**src/hw/rtl/dpse_pkg.sv**
```systemverilog
// Shared types and constants for the EVENODD stripe encoder.
// Used by the controller, the datapath and the top level; no dependencies.
`default_nettype none

package dpse_pkg;

  // Largest prime stripe width and lane count of one symbol
  localparam int MAX_P       = 17;
  localparam int SYMBOL_BITS = 64;

  // Port widths fixed by the interface
  localparam int WORD_W = 64;
  localparam int P_W    = 5;
  localparam int IDX_W  = 4;

  // Accumulator depths and their index widths
  localparam int ROW_DEPTH  = MAX_P - 1;
  localparam int DIAG_DEPTH = MAX_P;
  localparam int RIDX_W     = $clog2(ROW_DEPTH);
  localparam int DIDX_W     = $clog2(DIAG_DEPTH);

  localparam logic [P_W-1:0] P_MIN = P_W'(3);
  localparam logic [P_W-1:0] P_MAX = P_W'(MAX_P);

  typedef enum logic [1:0] {
    ST_IDLE,
    ST_ROWS,
    ST_SFETCH,
    ST_DIAGS
  } state_e;

  // Commands from the controller to the datapath
  typedef struct packed {
    logic              acc;        // fold the input symbol into both accumulators
    logic [RIDX_W-1:0] row_addr;
    logic [DIDX_W-1:0] diag_addr;
    logic              load_s;     // capture the adjuster S
    logic              emit;       // present one parity word
    logic              emit_diag;  // word comes from the diagonal side
    logic [IDX_W-1:0]  out_idx;
    logic              last;
    logic              clear;      // zero all accumulators
  } dp_cmd_t;

endpackage

`default_nettype wire

```
**src/hw/rtl/dpse_datapath.sv**
```systemverilog
// Datapath of the stripe encoder: row and diagonal accumulators, adjuster
// register and the registered result stage. Depends on dpse_pkg.
`default_nettype none

module dpse_datapath
  import dpse_pkg::*;
(
  input  wire logic              clk_i,
  input  wire logic              rst_ni,
  input  wire dp_cmd_t           cmd_i,
  input  wire logic [WORD_W-1:0] data_word_i,
  output logic                   parity_valid_o,
  output logic [WORD_W-1:0]      parity_word_o,
  output logic                   parity_column_o,
  output logic [IDX_W-1:0]       row_index_o,
  output logic                   last_o
);

  logic [SYMBOL_BITS-1:0] row_q  [ROW_DEPTH];
  logic [SYMBOL_BITS-1:0] diag_q [DIAG_DEPTH];
  logic [SYMBOL_BITS-1:0] s_q;
  logic [SYMBOL_BITS-1:0] sym;
  logic [SYMBOL_BITS-1:0] row_rd;
  logic [SYMBOL_BITS-1:0] diag_rd;
  logic [SYMBOL_BITS-1:0] word_d;
  logic [WORD_W-1:0]      word_q;
  logic                   valid_q;
  logic                   col_q;
  logic [IDX_W-1:0]       idx_q;
  logic                   last_q;

  assign sym     = data_word_i[SYMBOL_BITS-1:0];
  assign row_rd  = row_q[cmd_i.row_addr];
  assign diag_rd = diag_q[cmd_i.diag_addr];
  assign word_d  = cmd_i.emit_diag ? (diag_rd ^ s_q) : row_rd;

  // Accumulate symbols; clear the whole stripe on command
  always_ff @(posedge clk_i or negedge rst_ni) begin
    if (!rst_ni) begin
      for (int i = 0; i < ROW_DEPTH; i++) begin
        row_q[i] <= '0;
      end
      for (int i = 0; i < DIAG_DEPTH; i++) begin
        diag_q[i] <= '0;
      end
    end else if (cmd_i.clear) begin
      for (int i = 0; i < ROW_DEPTH; i++) begin
        row_q[i] <= '0;
      end
      for (int i = 0; i < DIAG_DEPTH; i++) begin
        diag_q[i] <= '0;
      end
    end else if (cmd_i.acc) begin
      row_q[cmd_i.row_addr]   <= row_rd ^ sym;
      diag_q[cmd_i.diag_addr] <= diag_rd ^ sym;
    end
  end

  // Capture the adjuster S
  always_ff @(posedge clk_i) begin
    if (cmd_i.load_s) begin
      s_q <= diag_rd;
    end
  end

  // Result strobe
  always_ff @(posedge clk_i or negedge rst_ni) begin
    if (!rst_ni) begin
      valid_q <= 1'b0;
    end else begin
      valid_q <= cmd_i.emit;
    end
  end

  // Result payload
  always_ff @(posedge clk_i) begin
    if (cmd_i.emit) begin
      word_q <= WORD_W'(word_d);
      col_q  <= cmd_i.emit_diag;
      idx_q  <= cmd_i.out_idx;
      last_q <= cmd_i.last;
    end
  end

  assign parity_valid_o  = valid_q;
  assign parity_word_o   = word_q;
  assign parity_column_o = col_q;
  assign row_index_o     = idx_q;
  assign last_o          = valid_q && last_q;

endmodule

`default_nettype wire
```
**config.mk**
```make
export PLATFORM = sky130hd
export DESIGN_NAME = dpse_datapath
export DESIGN_NICKNAME = d
export VERILOG_FILES = /design/src/hw/rtl/dpse_pkg.sv /design/src/hw/rtl/dpse_datapath.sv
export SDC_FILE = /design/constraint.sdc
export NUM_CORES = 2
export LEC_CHECK = 0
export BUFFER_PORTS_ARGS = -buffer_cell sky130_fd_sc_hd__clkbuf_2
export CAP_MARGIN = 20
export CORE_UTILIZATION = 40
export DETAILED_ROUTE_END_ITERATION = 8
export PLACE_DENSITY_LB_ADDON = 0.15
export SKIP_CTS_REPAIR_TIMING = 1
export SLEW_MARGIN = 20
export SYNTH_ARGS = -nofsm -noshare
export SYNTH_HDL_FRONTEND = slang
export SYNTH_SLANG_ARGS = --single-unit
```
**constraint.sdc**
```tcl
create_clock -name clk_i -period 4.44 [get_ports clk_i]
set_input_delay 0.222 -clock clk_i [delete_from_list [all_inputs] [get_ports clk_i]]
set_output_delay 0.222 -clock clk_i [all_outputs]
set_load 0.01 [all_outputs]
```
==> results.ini <==
[sta]
tightest_slew_ps=1180
fin_crit_sh=0.656
maxSlewHeadroom=0.208
fin_skew_ps=28.1
drv_slew=0
fmax_mhz=343
fin_crit_ps=2910
finalSetupViolations=0
fin_tns_setup_ps=0
hold_violations=0
rsz0062_at_grt=no

[setup_path]
rr_worst_depth=5
r2r-start=diag_q[839]$_DFFE_PN0P_
crit_path_end_kind=register
crit_path_start_kind=register
cp.required_ps=5190
crit_type=reg2reg
rrSetupSlack_ps=1530
crit_arrival_ps=3660
r2r_end=parity_word_o[7]$_DFFE_PP_
crit_fanout=4

[detailed_routing]
met2_length_mm=176
drt-vias-per-instance=6.44
drt-wirelength-per-cell_um=32.7
via_count=76400
drt_iter0_markers=8012
drtPass1Iterations=6
drt_wl_total_mm=388
route.detailed.drc=0
met3_length_mm=36.8
drt-met1-wl_mm=161
top_signal_layer_used=met5
ant_nets=0

[floorplan]
die_y_um=508
initial_utilization=0.403
die-area_um2=258000
std_cell_rows=185
ioPinCount=156
coreArea_um2=254000
die_x_um=508

[yosys]
synth_warnings=0
synth_edf_count=134
netlist_area_um2=102000
avgSynthCellArea_um2=12.1
netlist_instances=8439
synth_cell_types=60
synthesis.nets=8524
ys_seq_elements=2247
ys_seq_area_frac=0.556
ys.flop_type=dfrtp_1
async_reset_ff_frac=0.940

[placement]
portBuffers=155
dp_cells=11400
gp_congestion=0.811
hpwl_mm=216
placed_cell_area_um2=108000

[worst_hold_path]
hold_class=in2reg
whs_endpoint=diag_q[1072]$_DFFE_PN0P_
worstHoldStart=data_word_i[48]
hold-path-cell-count=3

[cts]
cts_tree=done
cts_made_buffers=235
clk_path_buf_depth=3
cts-root-buf=clkbuf_16
cts.htree.levels=4
clkLatencyLatePin_ps=910
path_clk_slew_ps=60
cts_sinks=2247

[global_routing]
gr-usage-all-layers=0.297
antenna_found_initial=8
grt_pass1_wl_mm=558
grt_max_degree=146
grt_pass1_vias=76500
grt_overflow=0

[cells_and_area]
post-route-cell-area_um2=116000
layout_common_cells=dfrtp_1, nand2_1, o31ai_1
register_area_um2=56900
fin_cells=11900
multi_input_area_um2=42700
drive_above_1_share=0.159
syn_to_final_growth_pct=13.3
layout_commonest_cell=dfrtp_1
fin_nets=8389
fillers=22900

[status]
status=finished, final reports clean

[flow_run]
maxCapViolCount=0

[power]
vdd_drop_max_v=0.000397
cellPowerDensity_nw_per_um2=392
p_leak_nw=52.1

==> Yosys cell counts (all sizes together) (7+ instances only) <==
master  number  area share
o22ai      126      0.0077
o21a        64      0.0047
nor2        66      0.0024
and2        28      0.0017
a211oi      22      0.0016
a22o      1024       0.088
dfrtp     2113        0.52
mux2i      672       0.066
or2         65      0.0040
o21ai       66      0.0032
a31o        22      0.0019
and3        66      0.0040
edfxtp     134       0.039
buf        356       0.019
nand2     1253       0.046
o211ai      38      0.0028
clkbuf     483       0.018
mux4       258       0.057
a21oi       91      0.0044
nand3        7     0.00034
o31ai     1087       0.080
or3         25      0.0016
a22oi       66      0.0048
xnor2      127       0.011
a211o       62      0.0055
nor3        69      0.0066
==> flip-flops by register name, indices dropped and copies added, names as in the netlist <==
signal / cells
parity_valid_o: 1
parity_word_o: 64
row_q: 1024
s_q: 64
diag_q: 1088
last_q: 1
parity_column_o: 1
row_index_o: 4
==> cell type report <==
| class | instances | area share |
|---|---|---|
| flip-flops and latches | 2247 | 0.490 |
| multi-input cells | 5348 | 0.368 |
| clock buffers | 343 | 0.0588 |
| repair buffers | 467 | 0.0371 |
| well taps | 3366 | 0.0363 |
| clock inverters | 90 | 0.00947 |
| inverters | 5 | 0.000205 |
| diodes | 1 | 0.0000216 |
==> worst max path at each step <==
stage	slack [ps]	from	endpoint	depth (start not counted)
global route	1560	diag_q[839]$_DFFE_PN0P_	parity_word_o[7]$_DFFE_PP_	5
finish	1530	diag_q[839]$_DFFE_PN0P_	parity_word_o[7]$_DFFE_PP_	5
CTS	1660	diag_q[839]$_DFFE_PN0P_	parity_word_o[7]$_DFFE_PP_	5
detailed placement	980	cmd_i[9]	diag_q[284]$_DFFE_PN0P_	7
global placement	1000	cmd_i[11]	parity_word_o[7]$_DFFE_PP_	8
floorplan	2140	cmd_i[10]	diag_q[456]$_DFFE_PN0P_	9
==> power by group <==
group	total, W	internal (W)	switching (W)
clock	0.0205	0.0118	0.00866
combinational	0.00387	0.000971	0.00290
sequential	0.0211	0.0209	0.000153
==> cell families (layout without fill, tap and decap cells) <==
logic type | count (synthesis) | count (layout) | share of synthesized area
compound gates | 2679 | 2679 | 0.205
xor+xnor | 129 | 129 | 0.0110
buf+inv | 844 | 905 | 0.0366
flops | 2247 | 2247 | 0.556
mux | 932 | 932 | 0.123
other cells | 0 | 1 | 0
simple gates | 1608 | 1608 | 0.0689
==> critical path, cell delays in order, from the launching register on <==
cell and delay (ps):
dfrtp_1 380, mux4_2 450, and2_1 220, or3_1 410, o311ai_0 920, a221o_1 360
==> metal layers <==
metal / vias to the layer above / GRT usage
li1: 31700 / -
met1: 40200 / 0.401
met2: 3674 / 0.460
met3: 851 / 0.0780
met4: 8 / 0.104
met5: - / 0
==> stage by stage <==
stage	setup WS [ps]	hold slack, ps	utilization	total power, W
2_1_floorplan	2140	-73.6	-	0.0232
3_3_place_gp	997	351	0.424	0.0252
3_5_place_dp	984	343	0.424	0.0253
4_1_cts	1660	-619	0.455	0.0457
5_1_grt	1560	14.6	0.456	0.0467
6_report	1530	13.0	0.456	0.0455
(Power assumes the default switching activity.)
