File: src/hw/rtl/dpse_pkg.sv
// Shared types and constants for the EVENODD stripe encoder.
// Used by the controller, the datapath and the top level; no dependencies.
`default_nettype none

package dpse_pkg;

  // Largest prime stripe width and lane count of one symbol
  localparam int MAX_P       = 17;
  localparam int SYMBOL_BITS = 64;

  // Port widths fixed by the interface
  localparam int WORD_W = 64;
  localparam int P_W    = 5;
  localparam int IDX_W  = 4;

  // Accumulator depths and their index widths
  localparam int ROW_DEPTH  = MAX_P - 1;
  localparam int DIAG_DEPTH = MAX_P;
  localparam int RIDX_W     = $clog2(ROW_DEPTH);
  localparam int DIDX_W     = $clog2(DIAG_DEPTH);

  localparam logic [P_W-1:0] P_MIN = P_W'(3);
  localparam logic [P_W-1:0] P_MAX = P_W'(MAX_P);

  typedef enum logic [1:0] {
    ST_IDLE,
    ST_ROWS,
    ST_SFETCH,
    ST_DIAGS
  } state_e;

  // Commands from the controller to the datapath
  typedef struct packed {
    logic              acc;        // fold the input symbol into both accumulators
    logic [RIDX_W-1:0] row_addr;
    logic [DIDX_W-1:0] diag_addr;
    logic              load_s;     // capture the adjuster S
    logic              emit;       // present one parity word
    logic              emit_diag;  // word comes from the diagonal side
    logic [IDX_W-1:0]  out_idx;
    logic              last;
    logic              clear;      // zero all accumulators
  } dp_cmd_t;

endpackage

`default_nettype wire

File: src/hw/rtl/dpse_ctrl.sv
// Controller of the stripe encoder: prime register, row/column/diagonal
// counters and the emission sequencer. Depends on dpse_pkg.
`default_nettype none

module dpse_ctrl
  import dpse_pkg::*;
(
  input  wire logic           clk_i,
  input  wire logic           rst_ni,
  input  wire logic           start_i,
  input  wire logic           cfg_we_i,
  input  wire logic [P_W-1:0] cfg_wdata_i,
  output logic                busy_o,
  output dp_cmd_t             cmd_o
);

  state_e         state_q, state_d;
  logic [P_W-1:0] prime_q;
  logic [P_W-1:0] r_q, r_d;
  logic [P_W-1:0] c_q, c_d;
  logic [P_W-1:0] dg_q, dg_d;
  logic [P_W-1:0] k_q, k_d;
  logic [P_W-1:0] p_eff;
  logic [P_W-1:0] p_m1;
  logic [P_W-1:0] p_m2;
  logic           accept;

  // Saturate the programmed width into the supported range
  always_comb begin
    if (prime_q < P_MIN) begin
      p_eff = P_MIN;
    end else if (prime_q > P_MAX) begin
      p_eff = P_MAX;
    end else begin
      p_eff = prime_q;
    end
  end

  assign p_m1   = p_eff - P_W'(1);
  assign p_m2   = p_eff - P_W'(2);
  assign busy_o = (state_q != ST_IDLE);
  assign accept = start_i && !busy_o;

  // Hold the prime register
  always_ff @(posedge clk_i or negedge rst_ni) begin
    if (!rst_ni) begin
      prime_q <= P_W'(5);
    end else if (cfg_we_i) begin
      prime_q <= cfg_wdata_i;
    end
  end

  // State and counter registers
  always_ff @(posedge clk_i or negedge rst_ni) begin
    if (!rst_ni) begin
      state_q <= ST_IDLE;
      r_q     <= '0;
      c_q     <= '0;
      dg_q    <= '0;
      k_q     <= '0;
    end else begin
      state_q <= state_d;
      r_q     <= r_d;
      c_q     <= c_d;
      dg_q    <= dg_d;
      k_q     <= k_d;
    end
  end

  // Next state and datapath commands
  always_comb begin
    state_d = state_q;
    r_d     = r_q;
    c_d     = c_q;
    dg_d    = dg_q;
    k_d     = k_q;

    cmd_o           = '0;
    cmd_o.row_addr  = r_q[RIDX_W-1:0];
    cmd_o.diag_addr = dg_q[DIDX_W-1:0];
    cmd_o.out_idx   = k_q[IDX_W-1:0];

    case (state_q)
      ST_IDLE: begin
        if (accept) begin
          cmd_o.acc = 1'b1;
          if (r_q == p_m2) begin
            // Column done: start the next one, or finish the stripe
            r_d = '0;
            if (c_q == p_m1) begin
              c_d     = '0;
              dg_d    = '0;
              k_d     = '0;
              state_d = ST_ROWS;
            end else begin
              c_d  = c_q + P_W'(1);
              dg_d = c_q + P_W'(1);
            end
          end else begin
            r_d  = r_q + P_W'(1);
            dg_d = (dg_q == p_m1) ? '0 : dg_q + P_W'(1);
          end
        end
      end
      ST_ROWS: begin
        cmd_o.emit     = 1'b1;
        cmd_o.row_addr = k_q[RIDX_W-1:0];
        if (k_q == p_m2) begin
          k_d     = '0;
          state_d = ST_SFETCH;
        end else begin
          k_d = k_q + P_W'(1);
        end
      end
      ST_SFETCH: begin
        cmd_o.load_s    = 1'b1;
        cmd_o.diag_addr = p_m1[DIDX_W-1:0];
        state_d         = ST_DIAGS;
      end
      ST_DIAGS: begin
        cmd_o.emit      = 1'b1;
        cmd_o.emit_diag = 1'b1;
        cmd_o.diag_addr = k_q[DIDX_W-1:0];
        if (k_q == p_m2) begin
          cmd_o.last  = 1'b1;
          cmd_o.clear = 1'b1;
          k_d         = '0;
          state_d     = ST_IDLE;
        end else begin
          k_d = k_q + P_W'(1);
        end
      end
      default: begin
        state_d = ST_IDLE;
      end
    endcase

    // Drop any partial stripe on a configuration write
    if (cfg_we_i) begin
      cmd_o.acc   = 1'b0;
      cmd_o.emit  = 1'b0;
      cmd_o.clear = 1'b1;
      state_d     = ST_IDLE;
      r_d         = '0;
      c_d         = '0;
      dg_d        = '0;
      k_d         = '0;
    end
  end

endmodule

`default_nettype wire

File: config.mk
export PLATFORM = sky130hd
export DESIGN_NAME = dpse_ctrl
export DESIGN_NICKNAME = d
export VERILOG_FILES = /design/src/hw/rtl/dpse_pkg.sv /design/src/hw/rtl/dpse_ctrl.sv
export SDC_FILE = /design/constraint.sdc
export NUM_CORES = 1
export LEC_CHECK = 0
export BUFFER_PORTS_ARGS = -buffer_cell sky130_fd_sc_hd__buf_2
export CORE_MARGIN = 8
export CORE_UTILIZATION = 25
export CTS_BUF_LIST = sky130_fd_sc_hd__clkbuf_8
export CTS_CLUSTER_DIAMETER = 80
export DETAILED_ROUTE_END_ITERATION = 12
export SLEW_MARGIN = 25
export SYNTH_ARGS = -nofsm -noshare
export SYNTH_HDL_FRONTEND = slang
export SYNTH_SLANG_ARGS = --single-unit
File: constraint.sdc
create_clock -name clk_i -period 10.6 [get_ports clk_i]
set_clock_uncertainty 0.05 [all_clocks]
set_input_delay 0.53 -clock clk_i [delete_from_list [all_inputs] [get_ports clk_i]]
set_output_delay 0.53 -clock clk_i [all_outputs]
set_load 0.02 [all_outputs]
==> impl_metrics.json <==
{
  "status": "complete, no violations",
  "drt_iter0_markers": 100,
  "synth_most_common_cell": "nand2_1",
  "netlist.area_leader.share_pct": 29.5,
  "post-cts-setup-buffer-count": 0,
  "p_total_mw": 0.360,
  "worstPathCellList": "or4b_4 > a21oi_4 > ha_1 > or4b_2 > o21ai_0 > xor2_1 > nor4_2 > a311oi_4 > or4b_1 > nand3_1",
  "reg2reg_setup_slack_ns": 6.20,
  "wire_per_inst_um": 15.0,
  "final-setup-viol-count": 0,
  "critPathSlowestCell": "nor4_2",
  "r2r_cells": 10,
  "area_growth_pct": 11.3,
  "p_leak_nw": 1.02,
  "grt-busiest-layer": "met2",
  "cts_resized": 0,
  "max_slew_margin_pct": 33.1,
  "grt_max_degree": 34,
  "num_rows": 33,
  "chipWidth_um": 108,
  "htreeDepth": 1,
  "dr.pass1.iters": 4,
  "use_met3_pct": 2.02,
  "hold_viol": 0,
  "numPortBuffers": 28,
  "die_area_mm2": 0.0117,
  "ios": 29,
  "ys_seq_area_share_pct": 31.9,
  "grt_pass1_vias": 1810,
  "cellPowerDensity_mw_per_mm2": 152,
  "path_delay_family": "simple AND/OR/NAND/NOR gates",
  "cts.hold.buffers_added": 0,
  "setup-tns-final_ns": 0,
  "ys_top_cells_by_count": "nand2_1 (27), nor2_1 (26), dfrtp_1 (25), a21oi_1 (15), o21ai_0 (13)",
  "period_share_pct": 41.5,
  "root_buffer": "clkbuf_8",
  "final_nets": 283,
  "cts_sinks": 27,
  "cp.arrival_ns": 4.58,
  "period_needed_ns": 4.40,
  "fin_area_mm2": 0.00236,
  "ant_nets": 0,
  "max_freq_ghz": 0.227,
  "regToRegEndpoint": "k_q[3]",
  "yosys_warnings": 0,
  "yosys_most_used_dff": "dfrtp_1",
  "syn-mean-instance-area_um2": 8.63,
  "placedInstanceArea_mm2": 0.00232,
  "timing.hold.ws_ns": 0.208,
  "synth_area_mm2": 0.00212,
  "critical_path.max_stage_delay_ns": 0.84,
  "diodes": 0,
  "critPathLaunchType": "register",
  "maxSlewViolCount": 0,
  "grtUsageMet1_pct": 12.1,
  "yosys-top-cells-area": "dfrtp_1 (29%), ha_1 (6.5%), nand2_1 (4.8%)",
  "syn_nets": 266,
  "critPathLaunch": "prime_q[3]",
  "grtUsageTotal_pct": 9.47,
  "insertion_delay_ns": 0.28,
  "ir_drop_mv": 0.0361,
  "antenna_found_initial": 0,
  "gp_congestion": 0.851,
  "hold_path_class": "in -> async",
  "timing.critical_path.buf_inv": 0,
  "met2_usage_pct": 15.6,
  "rsz0062_at_grt": "no",
  "vias": 1830,
  "cts_buffer_depth": 2,
  "ys_ff_latch": 27,
  "drt_wl_total_um": 5510,
  "crit_fanout": 13,
  "async_flop_share_pct": 100,
  "r2r_start": "prime_q[3]",
  "synth.distinct_cells": 50,
  "cp.required_ns": 10.77,
  "grt_overflow_total": 0,
  "initial_core_util_pct": 25.8,
  "final_layout_size_suffix_gt1_share_pct": 18.3,
  "worst_pin_slew_ns": 0.995,
  "fin_util_pct": 28.7,
  "end_kind": "register",
  "coreArea_mm2": 0.00822,
  "dieHeight_um": 108,
  "dpl.hpwl_um": 4140,
  "vias_per_cell": 4.99,
  "grt_pass1_wl_um": 9050,
  "cts_tree": "built",
  "cts-buffers-inserted": 3,
  "path_clk_slew_ns": 0.10,
  "synth_top_area_cell": "dfrtp_1",
  "syn_inst": 246,
  "cap_viol_max_count": 0,
  "worst-setup-path-type": "reg -> reg",
  "remaining_drc_errors": 0,
  "synth-edff-count": 0
}
## metal layers
| layer | up-vias | routed length, um |
|---|---|---|
| met5 | - | 0 |
| met2 | 30 | 2580 |
| met4 | 0 | 65 |
| met3 | 6 | 257 |
| met1 | 880 | 2600 |
| li1 | 914 | - |
## state kept, by name, indices dropped and copies added (netlist names)
name	cells
k_q	5
state_q	2
prime_q	5
r_q	5
dg_q	5
c_q	5
## stage by stage
stage	setup slack (ns)	instances
2_1_floorplan	6.75	246
3_3_place_gp	6.36	363
3_5_place_dp	6.21	363
4_1_cts	6.18	367
5_1_grt	5.93	367
6_report	6.20	367
## layout make-up
class,instances,area [um^2]
multi-input combinational,195,1340
inverter,8,30.0
clock inverter,1,3.75
timing repair buffer,28,140
sequential,27,678
tap,105,131
clock buffer,3,41.3
fill,885,5850
## power breakdown
group	total [mW]	internal [mW]	switching, mW	leakage (nW)
Sequential	0.133	0.114	0.0198	0.360
Clock	0.0615	0.0261	0.0354	0.0269
Combinational	0.165	0.0602	0.105	0.628
## how the worst max path moves through the flow
stage | endpoint | slack [ns] | cells after the start
after floorplan | k_q[3] | 6.75 | 10
after CTS | k_q[3] | 6.18 | 10
after global routing | k_q[3] | 5.93 | 10
after detailed placement | k_q[3] | 6.21 | 10
after global placement | k_q[3] | 6.36 | 10
final | k_q[3] | 6.20 | 10
## layout by cell type (no fill, tap or decap), types with 8 or more instances in the layout
cell	netlist	layout
buf_2	2	28
xor2_1	10	10
inv_1	8	9
nand2_1	27	27
ha_1	11	11
nand3_1	8	8
xnor2_1	9	9
nor2_1	26	26
dfrtp_1	25	25
o21ai_0	13	13
a21oi_1	15	15
## cells by family (layout without fill, tap and decap cells)
group,after synthesis,count (layout),share of synthesized area (%)
simple gates,95,95,22.0
xor+xnor,19,19,7.84
fa+ha+maj,11,11,6.48
flops,27,27,31.9
mux,12,12,6.07
buf+inv,24,40,5.07
compound gates,58,58,20.6
Power figures use the tool's default switching activity.
